==> config.mk <==
export PLATFORM = sky130hd
export DESIGN_NAME = mhs_outbuf
export DESIGN_NICKNAME = d
export VERILOG_FILES = /design/src/rtl/mhs_pkg.sv /design/src/rtl/mhs_outbuf.sv
export SDC_FILE = /design/constraint.sdc
export NUM_CORES = 1
export LEC_CHECK = 0
export BUFFER_PORTS_ARGS = -buffer_cell sky130_fd_sc_hd__buf_2
export CORE_UTILIZATION = 25
export CTS_BUF_LIST = sky130_fd_sc_hd__clkbuf_4
export CTS_CLUSTER_SIZE = 8
export DETAILED_ROUTE_END_ITERATION = 10
export MAX_ROUTING_LAYER = met4
export PLACE_DENSITY = 0.55
export REMOVE_ABC_BUFFERS = 1
export SYNTH_ARGS = -nofsm -noshare
export SYNTH_HDL_FRONTEND = slang
export SYNTH_SLANG_ARGS = --single-unit
==> constraint.sdc <==
create_clock -name clk -period 1.55 [get_ports clk]
set_input_delay 0.31 -clock clk [delete_from_list [all_inputs] [get_ports clk]]
set_output_delay 0.31 -clock clk [all_outputs]
set_load 0.01 [all_outputs]
==> src/rtl/mhs_pkg.sv <==
// ---------------------------------------------------------------------------
// mhs_pkg
// Shared types and constants for the magnetometer heading sector block.
// ---------------------------------------------------------------------------
package mhs_pkg;

	// CORDIC datapath: samples are scaled to 30 bits, plus headroom for gain
	localparam int CW        = 33;
	localparam int SCALE_POS = 30;
	// angles in 2^-16 rad, signed
	localparam int AW        = 21;
	localparam int DECL_W    = 19;
	// wrapped angle, unsigned, 0 .. 2*pi
	localparam int HW        = 19;
	localparam int DEG_W     = 9;

	localparam logic signed [AW-1:0]     ANG_PI       = 21'sd205887;
	localparam logic signed [AW-1:0]     ANG_TWO_PI   = 21'sd411775;
	localparam logic signed [DECL_W-1:0] DECL_RESET   = 19'sd5014;

	// degrees = floor(h * DEG_NUM / DEG_DEN)
	localparam longint unsigned DEG_NUM     = 64'd180000;
	localparam longint unsigned DEG_DEN     = 64'd205887416;
	localparam int              RECIP_SHIFT = 32;
	// floor of the reciprocal: estimate is exact or one low
	localparam longint unsigned DEG_RECIP   = (DEG_NUM << RECIP_SHIFT) / DEG_DEN;

	localparam int PROD_W  = 37;  // h * DEG_NUM
	localparam int EST_W   = 41;  // h * DEG_RECIP
	localparam int CHECK_W = 38;  // (q + 1) * DEG_DEN

	localparam logic [DEG_W-1:0] DEG_MAX        = 9'd360;
	localparam logic [DEG_W-1:0] NORTH_LO_END   = 9'd20;
	localparam logic [DEG_W-1:0] NORTH_HI_START = 9'd340;
	localparam logic [DEG_W-1:0] SOUTH_LO       = 9'd160;
	localparam logic [DEG_W-1:0] SOUTH_HI       = 9'd200;
	localparam logic [DEG_W-1:0] EAST_LO        = 9'd70;
	localparam logic [DEG_W-1:0] EAST_HI        = 9'd110;
	localparam logic [DEG_W-1:0] WEST_LO        = 9'd250;
	localparam logic [DEG_W-1:0] WEST_HI        = 9'd290;

	typedef enum logic [2:0] {
		DIR_NORTH = 3'd0,
		DIR_SOUTH = 3'd1,
		DIR_EAST  = 3'd2,
		DIR_WEST  = 3'd3,
		DIR_NONE  = 3'd4
	} dir_t;

	typedef struct packed {
		logic signed [CW-1:0] x;
		logic signed [CW-1:0] y;
		logic signed [AW-1:0] z;
		logic                 zero;
	} cordic_t;

	typedef struct packed {
		logic [DEG_W-1:0] deg;
		dir_t             dir;
	} result_t;

	// atan(2^-i) * 65536, rounded
	function automatic logic [16:0] atan_entry(input int i);
		logic [16:0] r;
		case (i)
			0:       r = 17'd51472;
			1:       r = 17'd30386;
			2:       r = 17'd16055;
			3:       r = 17'd8150;
			4:       r = 17'd4091;
			5:       r = 17'd2047;
			6:       r = 17'd1024;
			7:       r = 17'd512;
			8:       r = 17'd256;
			9:       r = 17'd128;
			10:      r = 17'd64;
			11:      r = 17'd32;
			12:      r = 17'd16;
			13:      r = 17'd8;
			14:      r = 17'd4;
			15:      r = 17'd2;
			16:      r = 17'd1;
			default: r = 17'd0;
		endcase
		return r;
	endfunction

endpackage

==> src/rtl/mhs_outbuf.sv <==
// ---------------------------------------------------------------------------
// mhs_outbuf
// Output register plus skid entry; stall toward the pipeline is registered.
// ---------------------------------------------------------------------------
module mhs_outbuf (
	input  logic             clk,
	input  logic             arst_n,
	input  logic             in_valid,
	input  mhs_pkg::result_t in_data,
	output logic             advance,
	output logic             out_valid,
	input  logic             out_ready,
	output mhs_pkg::result_t out_data
);
	import mhs_pkg::*;

	logic    out_vld_q;
	logic    skid_vld_q;
	result_t out_q;
	result_t skid_q;
	logic    take;

	assign take    = out_vld_q && out_ready;
	assign advance = !skid_vld_q;

	always_ff @(posedge clk or negedge arst_n) begin
		if (!arst_n) begin
			out_vld_q  <= 1'b0;
			skid_vld_q <= 1'b0;
		end else if (skid_vld_q) begin
			if (take) begin
				skid_vld_q <= 1'b0;
			end
		end else if (in_valid) begin
			if (!out_vld_q || take) begin
				out_vld_q <= 1'b1;
			end else begin
				skid_vld_q <= 1'b1;
			end
		end else if (take) begin
			out_vld_q <= 1'b0;
		end
	end

	always_ff @(posedge clk) begin
		if (skid_vld_q) begin
			if (take) begin
				out_q <= skid_q;
			end
		end else if (in_valid) begin
			if (!out_vld_q || take) begin
				out_q <= in_data;
			end else begin
				skid_q <= in_data;
			end
		end
	end

	assign out_valid = out_vld_q;
	assign out_data  = out_q;

endmodule

# Yosys cells after proc, flatten, opt, wreduce, memory -nomap -nowiden

Index checks and enable logic that the tools add are counted.

Equality and inequality tests: 2
Muxes and demuxes: 11
Bitwise gates (word level): 2
Reduce and logical (&&, ||, !) cells: 10

Operators by type and width:

| cell                                                                     | number |
|---|---|
| 12-bit two-way mux                                                       | 4 |
| 3-bit AND reduction                                                      | 3 |
| 1-bit two-way mux                                                        | 7 |
| 2-bit nonzero test                                                       | 3 |
| 2-bit by 1-bit inequality test with 1-bit output (second input constant) | 2 |
| 1-bit logical NOT                                                        | 2 |
| 1-bit inverter                                                           | 2 |
| 1-bit logical AND                                                        | 1 |
| 1-bit logical OR                                                         | 1 |

Register bits: 26
Input bits: 16
Output and inout bits: 14
Logic and storage cells: 31

# Depth between registers and ports, before layout

Depth in word-level cells: 5
Gate-level depth with buffers: 4
Mapped depth without buffers: 2

# Worst setup path after synthesis

Ideal clock, no wire load.

Path type: reg2reg
Start: register skid_vld_q
End: register out_q (netlist bit out_data[0]) (enable)
Library setup time: 0.353 ns
Arrival time: 1.075 ns
Required time: 1.197 ns
Setup slack: 0.122 ns
Stages on the path, launching flop included: 5
Buffers on the path: 2
Cell sequence: dfrtp_1 buf_6 buf_12 nor2_1 o22a_1

Word-level cells in the longest chain between the ends: 2

RTL lines:

| item                                                                                                    | RTL line         | text |
|---|---|---|
| start, declared                                                                                         | mhs_outbuf.sv:18 | `logic skid_vld_q;` |
| start signal, assigned                                                                                  | mhs_outbuf.sv:29 | `skid_vld_q <= 1'b0;` |
| start signal, assigned                                                                                  | mhs_outbuf.sv:32 | `skid_vld_q <= 1'b0;` |
| start signal, assigned                                                                                  | mhs_outbuf.sv:38 | `skid_vld_q <= 1'b1;` |
| 2-bit by 1-bit inequality test with 1-bit output (no line) / 2-bit nonzero test (equally long branches) | n/a              |  |
| 3-bit AND reduction (no line) (*)                                                                       | n/a              |  |
| end signal, assigned                                                                                    | mhs_outbuf.sv:48 | `out_q <= skid_q;` |
| end signal, assigned                                                                                    | mhs_outbuf.sv:52 | `out_q <= in_data;` |
| end, declared                                                                                           | mhs_outbuf.sv:19 | `result_t out_q;` |

Mark *: on every way between the ends. The rest lies on a longest branch, timed or not.
A chain may end at the register's enable or synchronous reset.

# Worst setup path in the final report

Start: register skid_vld_q
End: output advance

Word-level cells in the longest chain between the ends: 1

RTL lines:

| item              | RTL line         | text |
|---|---|---|
| 1-bit logical NOT | mhs_outbuf.sv:24 | `assign advance = !skid_vld_q;` |
| end, declared     | mhs_outbuf.sv:10 | `output logic advance,` |

Every way passes these cells.

==> run summary <==
The run finished with clean final reports. Setup total negative slack on the finished layout was measured at 0 ns. TritonCTS built the clock tree. By startpoint and endpoint, the worst setup path is classified as register to output port. The first global-routing pass estimated 2.47 mm of wire. The post-layout minimum cycle time works out to 1.44 ns. For the worst-case setup slack after placement, the log shows 0.264 ns. The wire length reported by the detailed router is 1.56 mm, and the starting density of the core is 26.9%.

Global routing used 7.83% of the available tracks. Clock tree synthesis found a total of 26 sinks. After clock tree synthesis, the clock-pin slew on the worst setup and hold paths is 0.14 ns.

The path class of the tightest hold or removal check is input pin to register. After technology mapping, the gate count stands at 49. For the number of top-level pins, the log shows 30. Summed over all nets, the half-perimeter wirelength after detailed placement is 1.15 mm. The core box area was 3770 um^2. The clock passes through at most 2 buffers. In this run the clock root is driven by a sky130_fd_sc_hd__clkbuf_4. The worst max-slew margin expressed relative to the limit came out at 77.8%.

The count of antenna diodes in the layout came out at 0. The synthesized netlist occupies a cell area of 1010 um^2. The number of distinct library cells after synthesis is 14, and the initial antenna violation count is 0.

The routed wirelength normalized by instance count works out to 11.7 um. The type of destination of the critical path was an output port. The run gives 0.494 nW as the static leakage. The peak fanout along the critical path was 10; the total of warnings raised by yosys was 0. The max-slew violation total from the final report is 0.

Data arrives at the worst endpoint at 1.13 ns. The tools report the number of maximum-capacitance constraint violations as 0. The top cell types in the final layout, fill and taps aside, are 29 x sky130_fd_sc_hd__buf_2, 24 x sky130_fd_sc_hd__edfxtp_1, 7 x sky130_fd_sc_hd__mux2_2.

The via count of the first global-routing pass is 547. From left edge to right edge, the die measures 65.7 um. From synthesis to final layout, the design area changed by 23.7%. The number of hold violations in the final report was 0; the post-synthesis sequential area ratio was 76.0%.

Clock latency on the worst-skew pair, taken at its later pin, is 0.31 ns. Entering global routing, the biggest net connects 15 pins. Summing over every cut layer, the via total after detailed routing is 547. Worst endpoint required time: 1.24 ns. The initialized floorplan defines 22 standard-cell rows. The peak supply drop was 0.762 mV.

The mean area per synthesized cell works out to 20.7 um^2. The total of flip-flops plus latches after synthesis was 26; the final setup violation count was 0. Dividing the detail-routed via count by the number of cells gives 4.11. During placement, the flow inserted port buffers numbering 29. In the routed design, unresolved DRC markers number 0.

In the final design database the tool counted 102 nets. Setup repair after global routing left no endpoint under its margin. The first detailed-routing pass took 5 iterations. Routability-driven placement finished with a final weighted congestion of 0.649.

Global routing finished with a remaining overflow of 0. The CTS buffer count was 3. Timing would allow up to 695 MHz. The fraction of final layout cells sized beyond drive strength 1 is 58.8%. The die area is 4320 um^2, and the overall die height is 65.7 um. After layout, the worst path uses 92.8% of the clock period. Between clock sinks in the finished design, the worst skew comes to 0.00167 ns. The measured slew at the worst slew-check pin was 0.334 ns; the worst path setup slack after routing was 0.111 ns. Fill cells in the final layout number 370. Level count of the clock H-tree: 1.

The worst setup path is launched from a register. In this run, the number of DRC markers left after iteration 0 of detailed routing was 6. The tools report the number of buffers added for setup after CTS as 0. Once the clock tree was built, the resizer swapped 0 gates to a different size. The library cell used most frequently in the layout, excluding fill and tap cells, is sky130_fd_sc_hd__buf_2.

The remaining antenna violation count after routing came out at 0. The tools report the count of hold-fix buffers inserted at cts as 1. The ratio of total power to cell area works out to 1660 nW/um^2.
synthesized netlist by cell type (all sizes together):
| cell type | n | share of area, % |
|---|---|---|
| nand2b | 1 | 0.62 |
| a22o | 1 | 0.86 |
| o22a | 1 | 0.86 |
| and4bb | 1 | 1.2 |
| edfxtp | 24 | 71 |
| buf | 2 | 3.1 |
| inv | 1 | 0.37 |
| mux2 | 12 | 15 |
| dfrtp | 2 | 4.9 |
| a21oi | 1 | 0.49 |
| nor2 | 2 | 0.74 |
| and2 | 1 | 0.62 |
cells by family (layout without fill, tap and decap cells):
logic type             count (synthesis)  after routing  share of synthesized area (%)
AO/OA/AOI/OAI                          3              3                           2.22
buffers and inverters                  3             39                           3.45
multiplexers                          12             12                           15.2
AND/OR/NAND/NOR                        5              5                           3.21
flip-flops                            26             26                           76.0
area by class of cell:
| class | count | area, um^2 | area share (%) |
|---|---|---|---|
| inverter | 1 | 3.75 | 0.299 |
| multi-input combinational | 20 | 209 | 16.7 |
| sequential | 26 | 771 | 61.4 |
| tap | 48 | 60.1 | 4.79 |
| clock inverter | 1 | 3.75 | 0.299 |
| timing repair buffer | 34 | 185 | 14.8 |
| clock buffer | 3 | 22.5 | 1.79 |
worst paths after layout:
path                       slack (ns)        from      endpoint  cells after the start
max reg2reg                      0.26  skid_vld_q     skid_q[4]                      1
min                              0.18  in_data[5]     skid_q[5]                      1
max                              0.11  skid_vld_q       advance                      3
min reg2reg                      0.57  skid_q[10]  out_data[10]                      1
min in group asynchronous        0.29      arst_n     out_valid                      2
max in group asynchronous        1.17      arst_n    skid_vld_q                      2
power breakdown:
| group | total, mW | leakage (nW) | internal (mW) | switching, mW |
|---|---|---|---|---|
| Sequential | 1.09 | 0.247 | 1.02 | 0.0687 |
| Combinational | 0.714 | 0.231 | 0.364 | 0.350 |
| Clock | 0.284 | 0.0154 | 0.0940 | 0.190 |
| Total | 2.09 | 0.494 | 1.48 | 0.609 |
stage by stage:
step	instances	util (%)	instance area, um^2	total power [mW]	hold slack (ns)
2_1_floorplan	47	-	983	1.52	0.0144
3_3_place_gp	128	32.3	1220	1.82	0.0961
3_5_place_dp	128	32.3	1220	1.83	0.0969
4_1_cts	133	33.3	1250	2.11	0.168
5_1_grt	133	33.3	1250	2.21	0.154
6_report	133	33.3	1250	2.09	0.177
per-layer routing:
layer  vias up  GRT usage, %  wire length [um]
met4         0          2.45                 0
met2        26          10.7               660
met3         0          2.08               103
li1        261             -                 -
met5         -             -                 0
met1       260          11.1               798
critical path, cell delays in order (launching register included):
cell                      delay, ns
sky130_fd_sc_hd__dfrtp_1       0.44
sky130_fd_sc_hd__buf_4         0.21
sky130_fd_sc_hd__inv_2         0.05
sky130_fd_sc_hd__buf_2         0.13
registers in the layout, summed over array words and instances, names as in the netlist:
name and count:
out_data 12, skid_vld_q 1, skid_q 12, out_valid 1
Power figures use the tool's default switching activity.
