$ cat src/rtl/mhs_pkg.sv
// ---------------------------------------------------------------------------
// mhs_pkg
// Shared types and constants for the magnetometer heading sector block.
// ---------------------------------------------------------------------------
package mhs_pkg;

	// CORDIC datapath: samples are scaled to 30 bits, plus headroom for gain
	localparam int CW        = 33;
	localparam int SCALE_POS = 30;
	// angles in 2^-16 rad, signed
	localparam int AW        = 21;
	localparam int DECL_W    = 19;
	// wrapped angle, unsigned, 0 .. 2*pi
	localparam int HW        = 19;
	localparam int DEG_W     = 9;

	localparam logic signed [AW-1:0]     ANG_PI       = 21'sd205887;
	localparam logic signed [AW-1:0]     ANG_TWO_PI   = 21'sd411775;
	localparam logic signed [DECL_W-1:0] DECL_RESET   = 19'sd5014;

	// degrees = floor(h * DEG_NUM / DEG_DEN)
	localparam longint unsigned DEG_NUM     = 64'd180000;
	localparam longint unsigned DEG_DEN     = 64'd205887416;
	localparam int              RECIP_SHIFT = 32;
	// floor of the reciprocal: estimate is exact or one low
	localparam longint unsigned DEG_RECIP   = (DEG_NUM << RECIP_SHIFT) / DEG_DEN;

	localparam int PROD_W  = 37;  // h * DEG_NUM
	localparam int EST_W   = 41;  // h * DEG_RECIP
	localparam int CHECK_W = 38;  // (q + 1) * DEG_DEN

	localparam logic [DEG_W-1:0] DEG_MAX        = 9'd360;
	localparam logic [DEG_W-1:0] NORTH_LO_END   = 9'd20;
	localparam logic [DEG_W-1:0] NORTH_HI_START = 9'd340;
	localparam logic [DEG_W-1:0] SOUTH_LO       = 9'd160;
	localparam logic [DEG_W-1:0] SOUTH_HI       = 9'd200;
	localparam logic [DEG_W-1:0] EAST_LO        = 9'd70;
	localparam logic [DEG_W-1:0] EAST_HI        = 9'd110;
	localparam logic [DEG_W-1:0] WEST_LO        = 9'd250;
	localparam logic [DEG_W-1:0] WEST_HI        = 9'd290;

	typedef enum logic [2:0] {
		DIR_NORTH = 3'd0,
		DIR_SOUTH = 3'd1,
		DIR_EAST  = 3'd2,
		DIR_WEST  = 3'd3,
		DIR_NONE  = 3'd4
	} dir_t;

	typedef struct packed {
		logic signed [CW-1:0] x;
		logic signed [CW-1:0] y;
		logic signed [AW-1:0] z;
		logic                 zero;
	} cordic_t;

	typedef struct packed {
		logic [DEG_W-1:0] deg;
		dir_t             dir;
	} result_t;

	// atan(2^-i) * 65536, rounded
	function automatic logic [16:0] atan_entry(input int i);
		logic [16:0] r;
		case (i)
			0:       r = 17'd51472;
			1:       r = 17'd30386;
			2:       r = 17'd16055;
			3:       r = 17'd8150;
			4:       r = 17'd4091;
			5:       r = 17'd2047;
			6:       r = 17'd1024;
			7:       r = 17'd512;
			8:       r = 17'd256;
			9:       r = 17'd128;
			10:      r = 17'd64;
			11:      r = 17'd32;
			12:      r = 17'd16;
			13:      r = 17'd8;
			14:      r = 17'd4;
			15:      r = 17'd2;
			16:      r = 17'd1;
			default: r = 17'd0;
		endcase
		return r;
	endfunction

endpackage

$ cat src/rtl/mhs_cordic_stage.sv
// ---------------------------------------------------------------------------
// mhs_cordic_stage
// One registered vectoring CORDIC micro-rotation with a fixed shift.
// ---------------------------------------------------------------------------
module mhs_cordic_stage #(
	parameter int IDX = 0
) (
	input  logic             clk,
	input  logic             arst_n,
	input  logic             en,
	input  logic             in_valid,
	input  mhs_pkg::cordic_t in_data,
	output logic             out_valid,
	output mhs_pkg::cordic_t out_data
);
	import mhs_pkg::*;

	logic signed [CW-1:0] x_sh;
	logic signed [CW-1:0] y_sh;
	logic signed [AW-1:0] step;
	cordic_t              nxt;
	logic                 vld_s;
	cordic_t              cs_s;

	always_comb begin
		x_sh = in_data.x >>> IDX;
		y_sh = in_data.y >>> IDX;
		step = $signed(AW'(atan_entry(IDX)));
		nxt  = in_data;
		// y >= 0 rotates clockwise
		if (!in_data.y[CW-1]) begin
			nxt.x = in_data.x + y_sh;
			nxt.y = in_data.y - x_sh;
			nxt.z = in_data.z + step;
		end else begin
			nxt.x = in_data.x - y_sh;
			nxt.y = in_data.y + x_sh;
			nxt.z = in_data.z - step;
		end
	end

	always_ff @(posedge clk or negedge arst_n) begin
		if (!arst_n) begin
			vld_s <= 1'b0;
		end else if (en) begin
			vld_s <= in_valid;
		end
	end

	always_ff @(posedge clk) begin
		if (en) begin
			cs_s <= nxt;
		end
	end

	assign out_valid = vld_s;
	assign out_data  = cs_s;

endmodule

$ cat src/rtl/mhs_cordic.sv
// ---------------------------------------------------------------------------
// mhs_cordic
// Quadrant pre-rotation and scaling, then an unrolled chain of CORDIC stages.
// ---------------------------------------------------------------------------
module mhs_cordic #(
	parameter int SAMPLE_BITS   = 16,
	parameter int CORDIC_STAGES = 16
) (
	input  logic                          clk,
	input  logic                          arst_n,
	input  logic                          en,
	input  logic                          in_valid,
	input  logic signed [SAMPLE_BITS-1:0] x_field,
	input  logic signed [SAMPLE_BITS-1:0] y_field,
	output logic                          out_valid,
	output mhs_pkg::cordic_t              out_data
);
	import mhs_pkg::*;

	localparam int GUARD = SCALE_POS - SAMPLE_BITS;

	logic signed [CW-1:0] x_ext;
	logic signed [CW-1:0] y_ext;
	cordic_t              pre;
	logic                 vld_s0;
	cordic_t              pre_s0;

	logic    vld [CORDIC_STAGES+1];
	cordic_t stg [CORDIC_STAGES+1];

	always_comb begin
		x_ext    = CW'(x_field);
		y_ext    = CW'(y_field);
		pre.zero = (x_field == '0) && (y_field == '0);
		pre.z    = '0;
		// left half plane: turn by 180 degrees, start at +-pi
		if (x_field[SAMPLE_BITS-1]) begin
			x_ext = -x_ext;
			y_ext = -y_ext;
			pre.z = y_field[SAMPLE_BITS-1] ? -ANG_PI : ANG_PI;
		end
		pre.x = x_ext <<< GUARD;
		pre.y = y_ext <<< GUARD;
	end

	always_ff @(posedge clk or negedge arst_n) begin
		if (!arst_n) begin
			vld_s0 <= 1'b0;
		end else if (en) begin
			vld_s0 <= in_valid;
		end
	end

	always_ff @(posedge clk) begin
		if (en) begin
			pre_s0 <= pre;
		end
	end

	assign vld[0] = vld_s0;
	assign stg[0] = pre_s0;

	for (genvar i = 0; i < CORDIC_STAGES; i++) begin : g_stage
		mhs_cordic_stage #(
			.IDX (i)
		) u_stage (
			.clk       (clk),
			.arst_n    (arst_n),
			.en        (en),
			.in_valid  (vld[i]),
			.in_data   (stg[i]),
			.out_valid (vld[i+1]),
			.out_data  (stg[i+1])
		);
	end

	assign out_valid = vld[CORDIC_STAGES];
	assign out_data  = stg[CORDIC_STAGES];

endmodule

$ cat config.mk
export PLATFORM = sky130hd
export DESIGN_NAME = mhs_cordic
export DESIGN_NICKNAME = d
export VERILOG_FILES = /design/src/rtl/mhs_pkg.sv /design/src/rtl/mhs_cordic_stage.sv /design/src/rtl/mhs_cordic.sv
export SDC_FILE = /design/constraint.sdc
export NUM_CORES = 2
export LEC_CHECK = 0
export BUFFER_PORTS_ARGS = -buffer_cell sky130_fd_sc_hd__buf_2
export CAP_MARGIN = 10
export CORE_MARGIN = 1.5
export CORE_UTILIZATION = 40
export CTS_CLUSTER_DIAMETER = 200
export DETAILED_ROUTE_END_ITERATION = 8
export PLACE_DENSITY = 0.62
export REMOVE_ABC_BUFFERS = 1
export SETUP_SLACK_MARGIN = 0.05
export SLEW_MARGIN = 20
export SYNTH_ARGS = -nofsm -noshare
export SYNTH_HDL_FRONTEND = slang
export SYNTH_HIERARCHICAL = 1
export SYNTH_SLANG_ARGS = --single-unit
$ cat constraint.sdc
create_clock -name clk -period 12.66 [get_ports clk]
set_clock_uncertainty 0.15 [all_clocks]
set_input_delay 2.532 -clock clk [delete_from_list [all_inputs] [get_ports clk]]
set_output_delay 2.532 -clock clk [all_outputs]
set_load 0.1 [all_outputs]
* Word level (Yosys, flattened, before mapping)
Cells that the tools add are included.
** Word-level totals
- Memories :: 0
- RAM bits :: 0
- Register bits :: 1485
- Memory bits (read-only) :: 0
- Bits in latches :: 0
- Input port bits :: 36
** Operators by class
- Bitwise operators :: 0
- Reductions and logical operators :: 3
- $mul :: 0
- Add/sub/neg operators :: 97
- Divide/modulo/power cells :: 0
- Shift operators :: 0
- Order comparisons :: 0
- Muxes and demuxes :: 19
- Equality and inequality tests :: 0
** Operators with widths (count)
- 2-to-1 mux 87 bit :: 16
- adder 33 x 18 -> 33 bit :: 2
- adder 33 x 19 -> 33 bit :: 2
- adder 33 x 20 -> 33 bit :: 2
- adder 33 x 21 -> 33 bit :: 2
- adder 33 x 22 -> 33 bit :: 2
- adder 33 x 23 -> 33 bit :: 2
- adder 33 x 24 -> 33 bit :: 2
- adder 33 x 25 -> 33 bit :: 2
- adder 33 x 26 -> 33 bit :: 2
- adder 33 x 27 -> 33 bit :: 2
- adder 33 x 28 -> 33 bit :: 2
- adder 33 x 29 -> 33 bit :: 2
- adder 33 x 30 -> 33 bit :: 2
- adder 33 x 31 -> 33 bit :: 2
- adder 33 x 32 -> 33 bit :: 2
- subtractor 33 x 18 -> 33 bit :: 2
- subtractor 33 x 19 -> 33 bit :: 2
- subtractor 33 x 20 -> 33 bit :: 2
- subtractor 33 x 21 -> 33 bit :: 2
- subtractor 33 x 22 -> 33 bit :: 2
- subtractor 33 x 23 -> 33 bit :: 2
- subtractor 33 x 24 -> 33 bit :: 2
- subtractor 33 x 25 -> 33 bit :: 2
- other kinds (45) :: 57

* Logic depth before layout (Yosys ltp)
- Word-level depth :: 2
- Depth in mapped cells :: 20
- Mapped depth without buffers :: 19

* By module
The synthesis kept the hierarchy.
** By module, submodules not included
- mhs_cordic_stage (g_stage[0].u_stage) :: seq. area each 2637.5 sq um, cells each 1027, area each 8906.0 sq um, instances 1
- mhs_cordic_stage (g_stage[1].u_stage) :: seq. area each 2667.6 sq um, cells each 945, area each 8429.3 sq um, instances 1
- mhs_cordic_stage (g_stage[4].u_stage) :: seq. area each 2667.6 sq um, cells each 862, area each 8234.1 sq um, instances 1
- mhs_cordic_stage (g_stage[13].u_stage) :: seq. area each 2667.6 sq um, cells each 878, area each 8131.5 sq um, instances 1
- mhs_cordic_stage (g_stage[5].u_stage) :: seq. area each 2667.6 sq um, cells each 847, area each 8091.5 sq um, instances 1
- mhs_cordic_stage (g_stage[14].u_stage) :: seq. area each 2667.6 sq um, cells each 886, area each 8066.5 sq um, instances 1
- mhs_cordic_stage (g_stage[2].u_stage) :: seq. area each 2667.6 sq um, cells each 841, area each 8039.0 sq um, instances 1
- mhs_cordic_stage (g_stage[3].u_stage) :: seq. area each 2667.6 sq um, cells each 831, area each 8010.2 sq um, instances 1
- mhs_cordic_stage (g_stage[12].u_stage) :: seq. area each 2667.6 sq um, cells each 864, area each 7913.8 sq um, instances 1
- mhs_cordic_stage (g_stage[11].u_stage) :: seq. area each 2667.6 sq um, cells each 821, area each 7862.5 sq um, instances 1
- mhs_cordic_stage (g_stage[6].u_stage) :: seq. area each 2667.6 sq um, cells each 820, area each 7747.4 sq um, instances 1
- mhs_cordic_stage (g_stage[7].u_stage) :: seq. area each 2667.6 sq um, cells each 823, area each 7727.4 sq um, instances 1
- mhs_cordic_stage (g_stage[8].u_stage) :: seq. area each 2667.6 sq um, cells each 814, area each 7724.9 sq um, instances 1
- mhs_cordic_stage (g_stage[15].u_stage) :: seq. area each 2667.6 sq um, cells each 794, area each 7677.4 sq um, instances 1
- 3 more rows

* Least setup slack after synthesis
No wires, ideal clock.
- Path kind :: register to register
- Start point :: register g_stage[0].u_stage.cs_s, in the netlist g_stage[0].u_stage/out_data[34]
- End point :: register g_stage[1].u_stage.cs_s, in the netlist g_stage[1].u_stage/out_data[82], data pin
- Period minus slack after synthesis :: 4.453 ns
- Required time :: 12.241 ns
- Setup slack :: 8.207 ns
- Buffers on the path :: 1
- Cell stages (with the launch flop) :: 16
- Arrival :: 4.034 ns
- Cell sequence :: edfxtp_1 or4_4 or3_4 or4_4 or2_4 and2_1 xnor2_1 ha_1 clkbuf_1 nand3_1 nor4_1 o211ai_1 nand2_1 nor2_1 o31ai_1 xor2_1
** RTL lines
- from (decl) :: RTL line mhs_cordic_stage.sv:23 : cordic_t cs_s;
- from (signal assigned) :: RTL line mhs_cordic_stage.sv:52 : cs_s <= nxt;
- to (signal assigned) :: RTL line mhs_cordic_stage.sv:52
- to (decl) :: RTL line mhs_cordic_stage.sv:23

==> flow_summary.toml <==
[run_status]
status = "finished, final reports clean"

[floorplan]
io_pins = 125
start_util = 0.401
design.core.area_sq_um = 324000
die_h_microns = 573
die_area_sq_um = 328000
die_width_microns = 573
rows = 209

[timing]
fin_tns_setup_ns = 0
fin_ws_ns = 7.64
relSlewSlack = 0.217
rsz0062_at_grt = "false"
fin_crit_sh = 0.396
hold-worst-slack_ns = 0.245
finalSetupViolCount = 0
period_minus_slack_ns = 5.02
drv_slew = 0
clock.fmax_mhz = 199
hold_viol = 0
worstMarginPinSlew_ns = 1.16

[critical_path]
cp-end-kind = "flip-flop"
critPathMaxFanout = 7
critPathArrivalTime_ns = 5.42
worst_setup_path_start_kind = "flip-flop"
worst_ep_required_time_ns = 13.07
crit_type = "reg2reg"

[yosys]
syn_avg_cell_area_sq_um = 9.41
synth_flop_cell = "edfxtp_1"
synth_xor_xnor_area_share = 0.124
synth_top_area_share = 0.335
synth_top_cells_by_area = "edfxtp_1 (33%), ha_1 (13%), xnor2_1 (7.9%)"
synth_area_sq_um = 130000
ys_types = 158
yosys.area_share.simple = 0.146
synth.area.mux_share = 0.00884
yosys.area.top_type = "edfxtp_1"
ys_warn_count = 6
synth_top_family_by_area = "compound AO/OA/AOI/OAI gates"
synth_edf_count = 1449
synth-compound-area-share = 0.217
synthAdderAreaFrac = 0.138
seq_area_frac_synth = 0.338
async_flop_share = 0.0116
netlist_instances = 13805
synth-seq-cells = 1466

[global_route]
gr-usage-all-layers = 0.203
grt_max_degree = 197
antenna_found_initial = 15
grt_first_pass_wirelength_microns = 542000
grt_pass1_vias = 97247
grt.overflow.total = 0
gr-max-usage-layer = "met2"
use_met1 = 0.266
gr-usage-met3 = 0.0199
grtUsageMet2 = 0.350

[clocking]
cts_resized = 0
cts_inserted_buffers = 182
cts-root-buf = "clkbuf_16"
clkLatencyLatePin_ns = 0.88
clk_pin_slew_ns = 0.06
cts_tree = "yes"
post-cts-setup-buffers = 0
holdBufCountCts = 0
h-tree-depth = 4
clockBufferDepth = 4
clock_sinks = 1466

[finish]
nets = 15342
drive_above_1_share = 0.0639
utilization = 0.437
final_common_cell = "edfxtp_1"
area_growth_pct = 8.82
layout_common_cells = "edfxtp_1 (1,449), a21oi_1 (1,446), ha_1 (1,355), nor2_1 (1,223), xnor2_1 (1,165)"

[detailed_routing]
wire_per_inst_microns = 18.9
drt-pass1-iter-count = 6
vias = 103681
drtAntennaViolNets = 0
drt_iter0_markers = 8337
viasPerCell = 5.64
wirelength_microns = 347000
drc = 0

[placement]
pre_cts_ws_ns = 7.23
port_buffers = 124
place.gp.congestion = 0.939
place_hpwl_microns = 276000

[min_path]
hold_path_class = "reg2reg"

[job]
drv_cap = 0
layout make-up:
class                   count  area (sq um)
diodes                      3          7.51
clock inverters           134          1440
well taps                4325          5410
multi-input cells       11497         82700
clock buffers             201          4680
repair buffers            171          1060
fillers                 31540        182000
inverters                 584          2190
flip-flops and latches   1466         43900
synth_stat cells (43+ instances only):
master / count
nand2_1: 785
a21oi_1: 1446
o31ai_1: 79
nor3_1: 338
or3_1: 98
clkbuf_1: 265
o211ai_1: 93
fa_1: 49
mux2_2: 62
xnor2_1: 1165
ha_1: 1355
nor4_1: 105
mux2i_1: 45
o21ai_1: 64
a211oi_1: 143
nand4_1: 139
nor2b_1: 169
a31oi_1: 196
nor3b_1: 50
edfxtp_1: 1449
and2_1: 111
o21bai_1: 155
nor2_1: 1223
or4_1: 43
nand2b_1: 136
xor2_1: 670
a21o_1: 630
nand3_1: 233
o21a_1: 165
o21ai_0: 600
inv_1: 575
and3_1: 130
flip-flops by register name, indices dropped and copies added, names as in the netlist:
name                       count
g_stage.u_stage/out_data    1407
vld_s0                         1
g_stage.u_stage/out_valid     16
pre_s0                        42
metrics by stage:
step / area [sq um] / instances
after floorplan: 129000 / 13547
after global placement: 135000 / 18043
after detailed placement: 135000 / 18043
after CTS: 141000 / 18378
after global routing: 141000 / 18381
final: 141000 / 18381
path summary, 6_finish.rpt:
kind,endpoint,cells past startpoint,slack (ns),startpoint
max in group asynchronous,g_stage[0].u_stage/out_valid,1,10.70,arst_n
setup / recovery,g_stage[10].u_stage/out_data[54],17,7.64,g_stage[9].u_stage/out_data[65]
min in group asynchronous,g_stage[14].u_stage/out_valid,1,1.40,arst_n
hold reg to reg,g_stage[6].u_stage/out_data[1],0,0.24,g_stage[5].u_stage/out_data[1]
setup reg to reg,g_stage[10].u_stage/out_data[54],17,7.64,g_stage[9].u_stage/out_data[65]
hold / removal,g_stage[6].u_stage/out_data[1],0,0.24,g_stage[5].u_stage/out_data[1]
kinds of logic (layout without fill, tap and decap cells):
logic type / Yosys count / in the layout
multiplexers: 107 / 107
AND/OR/NAND/NOR: 3799 / 3799
other: 1 / 99
adder cells (fa/ha/maj): 1404 / 1404
buffers and inverters: 937 / 1090
XOR/XNOR: 1837 / 1837
AO/OA/AOI/OAI: 4254 / 4254
flip-flops: 1466 / 1466
routing by layer:
| layer | vias to the layer above | share of wire |
|---|---|---|
| li1 | 51518 | - |
| met1 | 49039 | 0.44 |
| met2 | 2630 | 0.48 |
| met3 | 492 | 0.049 |
| met4 | 2 | 0.030 |
| met5 | - | 0.000037 |
critical path, stage by stage, from the launching register on:
cell and delay (ns):
edfxtp_1 0.49, inv_1 0.10, ha_1 0.16, nor3b_1 0.37, nor3b_1 0.45, nand2_1 0.19
nor4_1 0.53, a21oi_1 0.16, xor2_1 0.22, ha_1 0.44, nand2_1 0.08, o21ai_1 0.21
a41o_1 0.14, o2111ai_1 0.24, a211oi_2 0.38, o21bai_1 0.14, a31oi_1 0.21, xor2_1 0.09
Power is not shown: default switching activity piles up to over one toggle a cycle in this logic, so the estimate is an artifact.
