## config.mk

```make
export PLATFORM = sky130hd
export DESIGN_NAME = mhs_degrees
export DESIGN_NICKNAME = d
export VERILOG_FILES = /design/src/rtl/mhs_pkg.sv /design/src/rtl/mhs_degrees.sv
export SDC_FILE = /design/constraint.sdc
export NUM_CORES = 1
export LEC_CHECK = 0
export BUFFER_PORTS_ARGS = -buffer_cell sky130_fd_sc_hd__buf_4
export CELL_PAD_IN_SITES_DETAIL_PLACEMENT = 0
export CELL_PAD_IN_SITES_GLOBAL_PLACEMENT = 2
export CORE_MARGIN = 2
export CORE_UTILIZATION = 42
export DETAILED_ROUTE_END_ITERATION = 8
export HOLD_SLACK_MARGIN = 0.02
export PLACE_DENSITY = 0.86
export SYNTH_ARGS = -nofsm -noshare
export SYNTH_HDL_FRONTEND = slang
export SYNTH_SLANG_ARGS = --single-unit
```

## constraint.sdc

```tcl
create_clock -name clk -period 9.75 [get_ports clk]
set_input_delay 1.95 -clock clk [delete_from_list [all_inputs] [get_ports clk]]
set_output_delay 1.95 -clock clk [all_outputs]
set_load 0.05 [all_outputs]
```

## src/rtl/mhs_pkg.sv

```systemverilog
// ---------------------------------------------------------------------------
// mhs_pkg
// Shared types and constants for the magnetometer heading sector block.
// ---------------------------------------------------------------------------
package mhs_pkg;

	// CORDIC datapath: samples are scaled to 30 bits, plus headroom for gain
	localparam int CW        = 33;
	localparam int SCALE_POS = 30;
	// angles in 2^-16 rad, signed
	localparam int AW        = 21;
	localparam int DECL_W    = 19;
	// wrapped angle, unsigned, 0 .. 2*pi
	localparam int HW        = 19;
	localparam int DEG_W     = 9;

	localparam logic signed [AW-1:0]     ANG_PI       = 21'sd205887;
	localparam logic signed [AW-1:0]     ANG_TWO_PI   = 21'sd411775;
	localparam logic signed [DECL_W-1:0] DECL_RESET   = 19'sd5014;

	// degrees = floor(h * DEG_NUM / DEG_DEN)
	localparam longint unsigned DEG_NUM     = 64'd180000;
	localparam longint unsigned DEG_DEN     = 64'd205887416;
	localparam int              RECIP_SHIFT = 32;
	// floor of the reciprocal: estimate is exact or one low
	localparam longint unsigned DEG_RECIP   = (DEG_NUM << RECIP_SHIFT) / DEG_DEN;

	localparam int PROD_W  = 37;  // h * DEG_NUM
	localparam int EST_W   = 41;  // h * DEG_RECIP
	localparam int CHECK_W = 38;  // (q + 1) * DEG_DEN

	localparam logic [DEG_W-1:0] DEG_MAX        = 9'd360;
	localparam logic [DEG_W-1:0] NORTH_LO_END   = 9'd20;
	localparam logic [DEG_W-1:0] NORTH_HI_START = 9'd340;
	localparam logic [DEG_W-1:0] SOUTH_LO       = 9'd160;
	localparam logic [DEG_W-1:0] SOUTH_HI       = 9'd200;
	localparam logic [DEG_W-1:0] EAST_LO        = 9'd70;
	localparam logic [DEG_W-1:0] EAST_HI        = 9'd110;
	localparam logic [DEG_W-1:0] WEST_LO        = 9'd250;
	localparam logic [DEG_W-1:0] WEST_HI        = 9'd290;

	typedef enum logic [2:0] {
		DIR_NORTH = 3'd0,
		DIR_SOUTH = 3'd1,
		DIR_EAST  = 3'd2,
		DIR_WEST  = 3'd3,
		DIR_NONE  = 3'd4
	} dir_t;

	typedef struct packed {
		logic signed [CW-1:0] x;
		logic signed [CW-1:0] y;
		logic signed [AW-1:0] z;
		logic                 zero;
	} cordic_t;

	typedef struct packed {
		logic [DEG_W-1:0] deg;
		dir_t             dir;
	} result_t;

	// atan(2^-i) * 65536, rounded
	function automatic logic [16:0] atan_entry(input int i);
		logic [16:0] r;
		case (i)
			0:       r = 17'd51472;
			1:       r = 17'd30386;
			2:       r = 17'd16055;
			3:       r = 17'd8150;
			4:       r = 17'd4091;
			5:       r = 17'd2047;
			6:       r = 17'd1024;
			7:       r = 17'd512;
			8:       r = 17'd256;
			9:       r = 17'd128;
			10:      r = 17'd64;
			11:      r = 17'd32;
			12:      r = 17'd16;
			13:      r = 17'd8;
			14:      r = 17'd4;
			15:      r = 17'd2;
			16:      r = 17'd1;
			default: r = 17'd0;
		endcase
		return r;
	endfunction

endpackage

```

## src/rtl/mhs_degrees.sv

```systemverilog
// ---------------------------------------------------------------------------
// mhs_degrees
// Adds declination, wraps into 0..2*pi, converts to degrees, picks sector.
// ---------------------------------------------------------------------------
module mhs_degrees (
	input  logic                             clk,
	input  logic                             arst_n,
	input  logic                             en,
	input  logic                             in_valid,
	input  mhs_pkg::cordic_t                 in_data,
	input  logic signed [mhs_pkg::DECL_W-1:0] decl,
	output logic                             out_valid,
	output mhs_pkg::result_t                 out_data
);
	import mhs_pkg::*;

	logic                 vld_s1, vld_s2, vld_s3, vld_s4;
	logic signed [AW-1:0] h_s1;
	logic [HW-1:0]        hw_s2;
	logic [PROD_W-1:0]    p_s3, p_s4;
	logic [DEG_W-1:0]     q0_s3, q0_s4;
	logic [CHECK_W-1:0]   t_s4;

	logic signed [AW-1:0] z_in;
	logic signed [AW-1:0] h_a;
	logic signed [AW-1:0] h_b;
	logic [EST_W-1:0]     est;
	logic [DEG_W:0]       q_inc;
	logic [DEG_W-1:0]     deg;

	always_comb begin
		z_in = in_data.zero ? '0 : in_data.z;
		// one wrap each way, then clamp at zero
		h_a  = (h_s1 > ANG_TWO_PI) ? h_s1 - ANG_TWO_PI : h_s1;
		h_b  = h_a[AW-1] ? h_a + ANG_TWO_PI : h_a;
		if (h_b[AW-1]) begin
			h_b = '0;
		end
		est   = EST_W'(hw_s2) * EST_W'(DEG_RECIP);
		q_inc = (DEG_W+1)'(q0_s4) + 1'b1;
		deg   = (CHECK_W'(p_s4) >= t_s4) ? q_inc[DEG_W-1:0] : q0_s4;
		if (q_inc > (DEG_W+1)'(DEG_MAX) && CHECK_W'(p_s4) >= t_s4) begin
			deg = DEG_MAX;
		end
		out_data.deg = deg;
		if (deg <= NORTH_LO_END || deg >= NORTH_HI_START) begin
			out_data.dir = DIR_NORTH;
		end else if (deg >= SOUTH_LO && deg <= SOUTH_HI) begin
			out_data.dir = DIR_SOUTH;
		end else if (deg >= EAST_LO && deg <= EAST_HI) begin
			out_data.dir = DIR_EAST;
		end else if (deg >= WEST_LO && deg <= WEST_HI) begin
			out_data.dir = DIR_WEST;
		end else begin
			out_data.dir = DIR_NONE;
		end
	end

	always_ff @(posedge clk or negedge arst_n) begin
		if (!arst_n) begin
			vld_s1 <= 1'b0;
			vld_s2 <= 1'b0;
			vld_s3 <= 1'b0;
			vld_s4 <= 1'b0;
		end else if (en) begin
			vld_s1 <= in_valid;
			vld_s2 <= vld_s1;
			vld_s3 <= vld_s2;
			vld_s4 <= vld_s3;
		end
	end

	always_ff @(posedge clk) begin
		if (en) begin
			h_s1  <= z_in + AW'(decl);
			hw_s2 <= h_b[HW-1:0];
			p_s3  <= PROD_W'(hw_s2) * PROD_W'(DEG_NUM);
			q0_s3 <= est[RECIP_SHIFT +: DEG_W];
			p_s4  <= p_s3;
			q0_s4 <= q0_s3;
			// estimate is exact or one low; this product settles which
			t_s4  <= CHECK_W'(CHECK_W'(q0_s3) + 1'b1) * CHECK_W'(DEG_DEN);
		end
	end

	assign out_valid = vld_s4;

endmodule

```

After elaboration in Yosys (flattened, before gate mapping)
Cells that the tools add are included.
Word-level totals
  flip-flop bits (word level): 161
  output and inout bits: 13
  logic and storage cells: 44
  input port bits: 111
Operators by class
  add/sub/neg operators: 5
  multipliers: 3
  reduce and logical (&&, ||, !) cells: 5
  magnitude comparators: 11
  multiplexer cells: 9
Operator list (number)
  $mux W21: 3
  $ge A37 B38 Y1: 1
  $mul A19 B19 Y38 const B: 1
  $mul A10 B25 Y35 const B: 1
  $mul A19 B13 Y32 const B: 1
  $add A21 B19 Y21: 1
  $add A21 B20 Y21 const B: 1
  $gt A21 B20 Y1 const B: 1
  $sub A21 B20 Y21 const B: 1
  $add A9 B1 Y10 const B: 2
  $ge A9 B8 Y1 const B: 2
  $mux W9: 2
  $mux W3: 4
  $gt A10 B9 Y1 const B: 1
  $ge A9 B7 Y1 const B: 1
  $ge A9 B9 Y1 const B: 1
  $le A9 B5 Y1 const B: 1
  $le A9 B7 Y1 const B: 1
  $le A9 B8 Y1 const B: 1
  $le A9 B9 Y1 const B: 1
  $logic_and A1 B1 Y1: 4
  $logic_or A1 B1 Y1: 1

Logic depth before layout (Yosys ltp)
Gate-level depths: netlist (run 1).
  depth after elaboration: 10
  mapped depth: 25
  depth with buffers taken out: 25

Worst setup path after synthesis (run 1)
No wires, ideal clock.
  kind: register to register
  start point: register q0_s3[0]
  end point: register t_s4[36] (data pin)
  clock period less this slack: 6998 ps
  arrival: 6741 ps
  path buffers: 0
  setup time: 258 ps
  cell stages (with the launch flop): 25
  slack: 2752 ps
  cells stage by stage: edfxtp_1 ha_1 nand2_1 nor2_1 xor2_1 fa_1 inv_1 fa_1 fa_1 inv_1 fa_1 inv_1 fa_1 inv_1 ha_1 a21oi_1 nand2_1 a221oi_1 o21ai_1 a21oi_1 a21oi_1 a211oi_2 o21ai_0 a21oi_1 xnor2_1
On the way
  word-level cells in the longest chain between the ends: 2
RTL lines
  start, declared: line mhs_degrees.sv:21  | logic [DEG_W-1:0] q0_s3, q0_s4;
  start signal, assigned: line mhs_degrees.sv:78  | q0_s3 <= est[RECIP_SHIFT +: DEG_W];
  $add A9 B1 Y10: line mhs_degrees.sv:82  | t_s4 <= CHECK_W'(CHECK_W'(q0_s3) + 1'b1) * CHECK_W'(DEG_DEN);
  $mul A10 B25 Y35: line mhs_degrees.sv:82
  end signal, assigned: line mhs_degrees.sv:82
  end, declared: line mhs_degrees.sv:22  | logic [CHECK_W-1:0] t_s4;
Every way passes these cells.
A chain may end at the register's enable or synchronous reset.

Worst setup path in the final report (run 1)
Same ends and word-level chain as after synthesis.

==> results of run 1 <==
## cell families (layout without fill, tap and decap cells)
logic type	Yosys count	after routing	synth area share, %
flops	161	161	20.4
simple gates	391	391	8.67
xor+xnor	114	114	4.23
buf+inv	559	630	9.05
fa+ha+maj	718	718	47.6
mux	11	11	0.492
compound gates	337	337	9.56
## layer usage
metal,wire (um),vias to the layer above,global-route usage (%)
met4,1350,0,6.15
li1,-,7784,-
met3,1590,73,2.54
met2,26800,257,34.4
met5,0,-,0
met1,23900,7773,25.3
## stage by stage
step / std cells / setup WS [ps]
2_1_floorplan: 2291 / 2750
3_3_place_gp: 3078 / 1910
3_5_place_dp: 3078 / 1870
4_1_cts: 3110 / 1860
5_1_grt: 3110 / 1330
6_report: 3110 / 1960
## cell usage after synthesis (14+ instances only)
cell type and instances:
nand2b_1 14, o22ai_1 15, nor2b_1 40, o21ai_0 48, nor3_1 25, nor2_1 96, nand2_1 78, fa_1 302
nand3_1 39, edfxtp_1 157, ha_1 416, xor2_1 34, nand4_1 14, inv_1 530, xnor2_1 80, o21a_1 15
a21oi_1 96, a21o_1 30, o211ai_1 14
## layout make-up
type                    instances  area share (%)
well taps                     748            3.67
flip-flops and latches        161            18.9
clock inverters                14           0.525
inverters                     530            7.80
clock buffers                  18            1.68
multi-input cells            1571            65.4
repair buffers                 68            2.02
## state kept, by name, indices dropped and copies added, names as in the netlist
name       flops
t_s4          35
vld_s1         1
h_s1          21
q0_s3          9
q0_s4          9
out_valid      1
hw_s2         19
p_s3          32
vld_s2         1
vld_s3         1
p_s4          32
## final timing paths
check                                 end  slack (ps)  cells past startpoint
worst max-delay path             t_s4[36]        1960                     24
worst min-delay path             p_s4[24]         410                      0
worst max register to register   t_s4[36]        1960                     24
worst min register to register   p_s4[24]         410                      0
max in group asynchronous       out_valid        8380                      1
min in group asynchronous          vld_s3        1260                      1
==> flow_summary.yaml, run 1 <==
outcome:
  status: "finished, final reports clean"
critical_path:
  worstReg2RegStart: "q0_s3[0]"
  cp_num_buf_inv: 5
  end_kind: "flip-flop"
  crit_required_ps: 9960
  crit_family: "adder cells"
  crit_path_max_fanout: 16
  crit_chain: "buf_4 -> ha_1 -> nand3_1 -> xnor2_1 -> ha_1 -> inv_1 -> fa_1 -> fa_1 -> inv_1 -> fa_1 -> inv_1 -> fa_1 -> inv_1 -> ha_1 -> a21oi_1 -> nand2_1 -> a221oi_1 -> o21ai_1 -> a21oi_1 -> a21oi_1 -> a211oi_2 -> o21ai_0 -> a21oi_1 -> xnor2_1"
  arrival_ps: 8010
  critPathLaunchType: "flip-flop"
  startpoint: "q0_s3[0]"
  critPathMaxStageDelay_ps: 810
  worstSetupPathType: "flip-flop to flip-flop"
  cp_slowest_cell: "xnor2_1"
grt:
  grt_pass1_vias: 17075
  overflow: 0
  grt_pass1_wl_um: 89000
  grt_max_degree: 92
  antenna_found_initial: 0
  track_usage_pct: 19.7
route:
  vias: 15887
  drc: 0
  ant_nets: 0
  viasPerCell: 5.11
  wirelength_um: 53600
  drtIter0Drc: 860
  wire_per_inst_um: 17.2
  first_pass_iters: 5
cells_and_area:
  final_common_cell: "inv_1"
  multiInputGateArea_sq_um: 16700
  final_cell_mix: "530 x inv_1, 416 x ha_1, 302 x fa_1"
  fillCellCount: 5256
  final_cell_area_sq_um: 25500
  drive_above_1_share_pct: 5.88
  fin_nets: 3178
  area_growth_syn_to_layout_pct: 7.89
  seq_area_sq_um: 4810
  antennaDiodeCount: 0
  finish.utilization_pct: 46.1
die:
  core_area_sq_um: 55300
  rows: 86
  dieArea_sq_um: 58200
  start_util_pct: 42.7
  die_h_um: 241
  io_pins: 124
  die_x_um: 241
job:
  cap_violations: 0
synthesis:
  synth_top_area_share_pct: 25.6
  yosys_warnings: 0
  syn_inst: 2291
  ys.flop_type: "edfxtp_1"
  ys_async_sr_fraction_pct: 2.48
  ys_ff_latch: 161
  ys_seq_area_share_pct: 20.4
  syn_avg_cell_area_sq_um: 10.3
  netlist_area_sq_um: 23600
  synthTopCellsByArea: "fa_1 26%, ha_1 22%, edfxtp_1 20%, inv_1 8.4%, xnor2_1 3.0%"
  yosysTopAreaCell: "fa_1"
  synth_edf_count: 157
  yosys.cell_types.count: 93
  synth_nets: 3120
timing:
  finalMaxSlewViolations: 0
  tns_ps: 0
  hold_violations: 0
  finalCriticalPeriod_ps: 7790
  relSlewSlack_pct: 31.4
  setup_viol: 0
  worst_slew_pin_slew_ps: 1020
  clock.fmax_mhz: 128
  rsz0062_at_grt: "false"
  holdWs_ps: 413
  fin_skew_ps: 9.07
  fin_crit_sh_pct: 79.9
clocking:
  post_cts_buffers: 0
  root_buffer: "clkbuf_16"
  cts_resized: 0
  cts.sinks: 161
  cts_hold_buf: 0
  cts_tree: "yes"
  clk_path_buf_depth: 2
  cts_made_buffers: 17
  path_clk_slew_ps: 70
  insertion_delay_ps: 460
  cts-htree-levels: 4
place:
  place.gp.congestion: 0.944
  port_buffers: 57
  hpwl_um: 44700
  placed_cell_area_sq_um: 24900
hold_path:
  worstHoldStart: "p_s3[24]"
  hp-class: "flip-flop to flip-flop"
Power of run 1 is not shown: default switching activity piles up to over one toggle a cycle in this logic, so the estimate is an artifact.
==> inputs of run 2 (changes only) <==
clock period = 7.8 ns   (was 9.75 ns; I/O delays follow)
==> run 2 against run 1 <==
  * Flip-flop and latch count unchanged
  * Count of clock-buffer cells in the layout increased by 5
  * Register-to-register slack got worse by 1300 ps
  * Final cell count increased by 0.51%
  * Clock skew increased by 5.4 ps
  * Critical path depth unchanged
  * Sequential share of layout area decreased by 0.14 points
  * Design area increased by 0.72%
  * Global-route usage increased by 0.12 points
  * Maximum frequency increased by 9.8%
  * Die area unchanged
  * Utilization increased by 0.33 points
  * Critical path type unchanged
  * Highest routed layer unchanged
==> flow_summary.yaml, run 2 (synthesized netlist as in run 1, its figures left out) <==
cells_and_area:
  drive_above_1_share_pct: 6.39
  seq_area_sq_um: 4810
  multiInputGateArea_sq_um: 16700
  fin_cells: 3126
  largest_registers: "t_s4 x35, p_s3 x32, p_s4 x32"
  final_cell_mix: "530 x inv_1, 416 x ha_1, 302 x fa_1"
  fin_nets: 3194
  largest_reg_flops: 35
  final_common_cell: "inv_1"
  antennaDiodeCount: 0
  finish.utilization_pct: 46.4
  regMostFlops: "t_s4"
  area_growth_syn_to_layout_pct: 8.67
  fillCellCount: 5221
place:
  hpwl_um: 45700
  port_buffers: 57
  dp.cells: 3094
  place.gp.congestion: 0.944
route:
  wire_per_inst_um: 17.1
  vias: 15856
  wirelength_um: 53500
  viasPerCell: 5.07
  first_pass_iters: 5
  drc: 0
  ant_nets: 0
  drtIter0Drc: 832
clocking:
  insertion_delay_ps: 480
  cts_resized: 0
  cts_tree: "yes"
  path_clk_slew_ps: 70
  clk_path_buf_depth: 2
  cts-htree-levels: 4
  cts_hold_buf: 0
  cts_made_buffers: 17
  post_cts_buffers: 0
  cts.sinks: 161
  root_buffer: "clkbuf_16"
critical_path:
  critPathMaxStageDelay_ps: 560
  crit_required_ps: 8030
  arrival_ps: 7330
  crit_chain: "ha_1 -> nand3_1 -> xnor2_1 -> ha_1 -> inv_1 -> fa_1 -> fa_1 -> inv_1 -> fa_1 -> inv_1 -> fa_1 -> inv_1 -> ha_1 -> a21oi_1 -> nand2_1 -> a221oi_1 -> buf_4 -> o21ai_1 -> a21oi_1 -> a21oi_1 -> a211oi_2 -> o21ai_0 -> a21oi_1 -> xnor2_1"
  crit_family: "adder cells"
  cp_slowest_cell: "fa_1"
  cp_num_buf_inv: 5
  end_kind: "flip-flop"
  crit_path_max_fanout: 5
  critPathLaunchType: "flip-flop"
  worstSetupPathType: "flip-flop to flip-flop"
timing:
  relSlewSlack_pct: 19.5
  fin_crit_sh_pct: 91.0
  finalCriticalPeriod_ps: 7090
  setup_viol: 0
  worst_slew_pin_slew_ps: 1200
  finalMaxSlewViolations: 0
  hold_violations: 0
  clock.fmax_mhz: 141
  fin_skew_ps: 14.5
  tns_ps: 0
  rsz0062_at_grt: "false"
die:
  start_util_pct: 42.7
  core_area_sq_um: 55300
  die_x_um: 241
  io_pins: 124
  rows: 86
  die_h_um: 241
  dieArea_sq_um: 58200
grt:
  grt_pass1_vias: 16893
  track_usage_pct: 19.8
  antenna_found_initial: 0
  grt_max_degree: 92
  overflow: 0
  grt_pass1_wl_um: 89200
hold_path:
  hp-class: "flip-flop to flip-flop"
job:
  cap_violations: 0
outcome:
  status: "finished, final reports clean"
## run 2: final timing paths
check,from,end,slack (ps),cells after the start
min in group asynchronous,arst_n,vld_s2,880,1
max,q0_s3[1],t_s4[36],710,24
min,p_s3[25],p_s4[25],420,0
max in group asynchronous,arst_n,vld_s1,6820,1
min reg2reg,p_s3[25],p_s4[25],420,0
max reg2reg,q0_s3[1],t_s4[36],710,24
## run 2: final cells by class
class / count / share of cell area, %
clock inverter: 9 / 0.619
tap: 748 / 3.65
sequential: 161 / 18.8
multi-input combinational: 1571 / 64.9
timing repair buffer: 84 / 2.47
inverter: 530 / 7.75
clock buffer: 23 / 1.82
## run 2: metal layers
layer | wire (um) | vias up | track usage [%] | part of all wire (%)
met2 | 25900 | 266 | 33.2 | 48
met5 | 0 | - | 0 | 0
met1 | 24100 | 7712 | 25.8 | 45
met4 | 1810 | 0 | 7.61 | 3.4
li1 | - | 7806 | - | -
met3 | 1720 | 72 | 3.02 | 3.2
## run 2: stage by stage
stage / worst slack, ps / hold WS, ps / cell area [sq um]
after floorplan: 802 / 400 / 23600
after global placement: 731 / 402 / 25000
after detailed placement: 673 / 405 / 25000
after CTS: 633 / 418 / 25700
after global routing: 144 / 431 / 25700
final: 706 / 416 / 25700
Power of run 2 is left out for the same reason.
